<file path="src/rtl/core/urch_pkg.sv">
package urch_pkg;

   // Widths of the item fields.
   localparam int unsigned OP_W     = 2;
   localparam int unsigned COORD_W  = 4;
   localparam int unsigned VALUE_W  = 4;
   localparam int unsigned COUNT_W  = 6;
   localparam int unsigned STATUS_W = 2;

   // One history word: row, column, old value, new value.
   localparam int unsigned ENTRY_W  = 2 * COORD_W + 2 * VALUE_W;

   // Operation codes.
   localparam logic [OP_W-1:0] OP_PLACE = 2'd0;
   localparam logic [OP_W-1:0] OP_UNDO  = 2'd1;
   localparam logic [OP_W-1:0] OP_REDO  = 2'd2;
   localparam logic [OP_W-1:0] OP_READ  = 2'd3;

   // Status codes.
   localparam logic [STATUS_W-1:0] ST_OK      = 2'd0;
   localparam logic [STATUS_W-1:0] ST_NONE    = 2'd1;
   localparam logic [STATUS_W-1:0] ST_FULL    = 2'd2;
   localparam logic [STATUS_W-1:0] ST_INVALID = 2'd3;

endpackage

</file>
<file path="src/rtl/core/urch_grid.sv">
// Cell store: a synchronous memory with a registered read port and a
// valid bit per cell, so that a cell never written reads as empty.
module urch_grid #(
   parameter int unsigned CELLS = 81,
   localparam int unsigned IW = $clog2(CELLS)
) (
   input  logic                        clock,
   input  logic                        reset,
   input  logic                        rd_en,
   input  logic [IW-1:0]               rd_idx,
   input  logic                        wr_en,
   input  logic [IW-1:0]               wr_idx,
   input  logic [urch_pkg::VALUE_W-1:0] wr_data,
   output logic [urch_pkg::VALUE_W-1:0] rd_data
);

   logic [urch_pkg::VALUE_W-1:0] mem [CELLS];
   logic [CELLS-1:0]             valid_ff;
   logic [CELLS-1:0]             valid_in;
   logic [urch_pkg::VALUE_W-1:0] rd_q_ff;
   logic                         rd_valid_ff;

   always_comb begin
      valid_in = valid_ff;
      if (wr_en) begin
         valid_in[wr_idx] = 1'b1;
      end
   end

   always_ff @(posedge clock) begin
      if (reset) begin
         valid_ff    <= '0;
         rd_valid_ff <= 1'b0;
      end else begin
         valid_ff <= valid_in;
         if (rd_en) begin
            rd_valid_ff <= valid_ff[rd_idx];
         end
      end
   end

   always_ff @(posedge clock) begin
      if (wr_en) begin
         mem[wr_idx] <= wr_data;
      end
      if (rd_en) begin
         rd_q_ff <= mem[rd_idx];
      end
   end

   assign rd_data = rd_valid_ff ? rd_q_ff : '0;

endmodule

</file>
<file path="config.mk">
export PLATFORM = sky130hd
export DESIGN_NAME = urch_grid
export DESIGN_NICKNAME = d
export VERILOG_FILES = /design/src/rtl/core/urch_pkg.sv /design/src/rtl/core/urch_grid.sv
export SDC_FILE = /design/constraint.sdc
export NUM_CORES = 1
export LEC_CHECK = 0
export BUFFER_PORTS_ARGS = -buffer_cell sky130_fd_sc_hd__buf_4
export CAP_MARGIN = 0
export CORE_MARGIN = 1.5
export CORE_UTILIZATION = 60
export DETAILED_ROUTE_END_ITERATION = 16
export HOLD_SLACK_MARGIN = 0.12
export PLACE_DENSITY = 0.77
export SKIP_CTS_REPAIR_TIMING = 1
export SLEW_MARGIN = 10
export SYNTH_ARGS = -nofsm -noshare
export SYNTH_HDL_FRONTEND = slang
export SYNTH_SLANG_ARGS = --single-unit
</file>
<file path="constraint.sdc">
create_clock -name clock -period 7.24 [get_ports clock]
set_clock_uncertainty 0.15 [all_clocks]
set_input_delay 1.448 -clock clock [delete_from_list [all_inputs] [get_ports clock]]
set_output_delay 1.448 -clock clock [all_outputs]
set_load 0.005 [all_outputs]
</file>
After elaboration in Yosys (flattened, before gate mapping). Memories as Yosys holds them, arrays and structs flattened. A register that Yosys moved wholly into a read port is not among the register bits. Index checks and enable logic that the tools add are counted.

Add/sub/neg operators: 0. $mul: 0. Divide/modulo/power cells: 0. Order comparisons: 3. Equal/unequal tests: 0. Shifts and indexed selects: 0. Multiplexer cells: 7. Bitwise gates (word level): 1. Reductions and logical operators: 1.

Operators with widths (count): OR 81 bit (1); less-than comparator 7 x 8 -> 1 bit (second input constant) (2); binary-select mux 1 bit (select 7 bit) (1); demux 1 bit (select 7 bit) (1); greater-or-equal comparator 7 x 1 -> 1 bit (second input constant) (1); two-way mux 1 bit (4); two-way mux 4 bit (1); logical AND 1 bit (1).

Register bits after elaboration: 82. Bits in latches: 0. Bits in writable memories: 324. ROM bits: 0. Bits of input ports: 22. Word-level logic and storage cells: 15. Memories kept: 1.

Memories: mem (depth 81, bits a word 4, read ports 1, clocked after Yosys merged registers in 1, wr ports 1, RTL line urch_grid.sv:17) `logic [urch_pkg::VALUE_W-1:0] mem [CELLS];`.

Longest topological paths before layout.
Depth in word-level cells: 5. Gate-level depth with buffers: 9. Depth with buffers taken out: 5.

Least setup slack after synthesis. No wires, ideal clock.

Path type: input -> register. Start: in rd_idx[0]. End: reg rd_q_ff[2] in the netlist's numbering (read register of mem), data pin. Library setup time: 0.265 ns. Arrival: 3.095 ns. Path slack: 3.731 ns. Stages on the path: 8. Path buffers: 3. Path through: buf_6 -> buf_2 -> buf_2 -> mux4_2 -> a22oi_1 -> nand2_1 -> a22oi_1 -> nand3_1.

RTL lines: from (decl) (RTL line urch_grid.sv:10) `input logic [IW-1:0] rd_idx,`; to (decl) (RTL line urch_grid.sv:20) `logic [urch_pkg::VALUE_W-1:0] rd_q_ff;`.

==> summary.md <==
| Metric | Value |
|---|---|
| Most used DFF post-synth | edfxtp_1 |
| Area growth syn-to-layout | 10.31% |
| FF-to-FF path depth | 5 |
| Status | complete, but fails checks |
| Root Driver | clkbuf_16 |
| Worst Hold Class | flop to flop |
| ANT nets after route | 0 |
| Pwr dens | 268.4 mW/mm^2 |
| RSZ-0062 raised after global routing | false |
| CTS sink count | 410 |
| Post-synth cell types | 38 |
| Crit path kind | input port to flop |
| Number of synthesized flops with an enable pin | 328 |
| Mapped cell area | 0.01601 sq mm |
| First-pass GRT wire length | 53050 microns |
| Hpwl dp | 21050 microns |
| WHS Endpoint | valid_ff[61] |
| Setup crit start | rd_idx[1] |
| Met2 Track Usage GR | 0.4149 |
| Register area share after synthesis | 0.7176 |
| Startpoint type of the worst setup path | input port |
| Worst flop-to-flop path startpoint | mem[22][0] |
| Syn nets | 976 |
| Vias in the first global route | 8805 |
| All-Layer GR Usage | 0.2591 |
| Core Area | 0.02613 sq mm |
| Layout cells sized above 1 | 0.1986 |
| Gpl congestion | 0.8686 |
| Synth warnings | 0 |
| Drt first pass iters | 11 |
| Critical path endpoint category | flop |
| CTS Buf Count | 40 |
| Most common cell after layout, fill and taps aside | edfxtp_1 |
| Actual slew at the worst max-slew pin | 1084 ps |
| Top Usage Layer GRT | met2 |
| DRC violations left | 4 |
| Worst Path Arrival | 4020 ps |
| I/O pins | 26 |
| Most used cells in the layout excluding fill and tap cells | edfxtp_1 (328), nor2_1 (235), mux4_2 (107), dfxtp_1 (82), clkbuf_16 (41) |
| Slew Limit Fails | 0 |
| Die area | 0.02768 sq mm |
| Hold path cells | 2 |
| Power Total | 4.742 mW |
| Worst EP required | 7350 ps |
| CTS Buffer Depth | 3 |
| Fin nets | 997 |
| Peak VDD IR | 0.1977 mV |
| Largest net degree at the start of global routing | 84 |
| RR Endpoint | rd_q_ff[0] |
| Initial core utilization | 0.6128 |
| Initial antenna violation count | 0 |
| Final Cell Area | 0.01767 sq mm |
| Clock Pin Slew Worst Setup and Hold Paths | 60 ps |
| Sum Neg Setup Slack | 0 ps |
| Filler Cells Inserted | 1732 |
| Post-Synthesis Cells | 954 |
| Period utilization | 0.5402 |
| Reg2Reg Setup Slack | 4990 ps |
| Setup WS pre-CTS | 2715 ps |
| Hold_sp | valid_ff[61] |
| DRT iter0 DRCs | 1232 |
| # rows | 59 |
| H-tree Lvls | 2 |
| Max FO, Critical Path | 70 |
| Final count of hold timing violations | 0 |
| Die Wd | 166.4 microns |
| Routed vias/inst | 6.391 |
| Post-DP Area | 0.01642 sq mm |
| Final setup vio count | 0 |
| #FFs+latches synth | 410 |
| Achievable Freq | 255.7 MHz |
| Post-synth ARST share | 0 |
| Static Leak | 5.638 nW |
| Port Buffers | 25 |
| Grt met3 use | 0.06411 |
| Post-Route WL | 34350 microns |
| DIE HEIGHT | 166.4 microns |
| Storage cell area | 0.01149 sq mm |
| Multi-input logic area | 0.004283 sq mm |
| Met1 usage | 0.3586 |
| CTS tree | yes |
| # diodes | 0 |
| Avg Cell Area, Syn | 16.79 sq um |
| Relative slew slack | 0.2710 |
| Worst-skew pair later-pin latency | 530 ps |
| Final global-route overflow total | 0 |
| Failing checks | design-rule violations |
| Final min period | 3911 ps |
| DR vias | 8577 |
| Routed len/inst | 25.59 microns |
| Max Cap Viol | 0 |
| Fin worst setup slack | 3329 ps |
==> synthesized netlist by cell type (2+ instances only) <==
library cell  instances  area (sq um)
nand3b_1              5         37.54
o21ai_0               3         15.01
mux4_2              107          2410
nor4_1                4         25.02
o21ai_1               3         15.01
a211oi_1              2         15.01
nor4b_1               2         17.52
nor2_1              235         882.1
and2_1                9         56.30
nand2b_1              4         25.02
o211ai_1              2         15.01
clkbuf_1             28         105.1
or2_1                 3         18.77
nand4_1               3         18.77
buf_6                 2         22.52
dfxtp_1              82          1642
mux2i_1              16         160.2
buf_4                 6         45.04
a22oi_1              16         120.1
nand3_1              18         90.09
edfxtp_1            328          9849
buf_1                 3         11.26
a21oi_1              10         50.05
a221oi_1              3         26.28
o21ba_2               5         50.05
or3b_1                2         17.52
nor2b_1              10         62.56
nand2_1              18         67.56
buf_2                11         55.05
a31oi_1               5         31.28
or2_2                 2         12.51
==> how the worst max path moves through the flow <==
stage / end / slack (ps) / cells after the start
CTS: rd_q_ff[0] / 3260 / 6
global placement: rd_q_ff[0] / 2750 / 6
detailed placement: rd_q_ff[2] / 2720 / 6
global route: rd_q_ff[2] / 3110 / 6
finish: rd_q_ff[0] / 3330 / 6
floorplan: rd_q_ff[2] / 3730 / 8
==> power breakdown <==
group	internal, mW	switching, mW	leakage [nW]	total [mW]
sequential	2.55	0.00384	3.61	2.56
clock	1.13	0.837	0.594	1.97
combinational	0.0794	0.138	1.43	0.217
==> state kept, by name, indices dropped and copies added (netlist names) <==
register and count:
mem 324, rd_q_ff 4, rd_valid_ff 1, valid_ff 81
==> metal layers <==
| layer | vias up | share of wire |
|---|---|---|
| met2 | 442 | 0.48 |
| met3 | 72 | 0.097 |
| met5 | - | 0 |
| met4 | 0 | 0.027 |
| li1 | 3717 | - |
| met1 | 4346 | 0.39 |
==> cells by family (layout without fill, tap and decap cells) <==
family | after synthesis | count (layout) | share of synthesized area
buffers and inverters | 52 | 105 | 0.01539
flip-flops | 410 | 410 | 0.7176
AND/OR/NAND/NOR | 319 | 319 | 0.08501
AO/OA/AOI/OAI | 50 | 50 | 0.02156
multiplexers | 123 | 123 | 0.1605
==> worst max-delay path: stages <==
cell,delay (ps)
buf_4,750
buf_4,560
mux4_2,380
mux4_2,500
a31oi_1,190
nand3_1,100
==> per-stage QoR <==
step                hold slack [ps]  std cells    util
floorplan                     278.0        954       -
global placement              293.7       1268  0.6284
detailed placement            306.8       1268  0.6284
CTS                           320.5       1342  0.6760
global route                  340.2       1342  0.6760
finish                        318.7       1342  0.6760
==> layout make-up <==
cell class,count,area share
Clock buffer,56,0.06183
Clock inverter,18,0.008570
Inverter,2,0.0004250
Tap cell,335,0.02373
Timing Repair Buffer,29,0.01254
Multi-Input combinational cell,492,0.2424
Sequential cell,410,0.6505
(Power assumes the default switching activity.)
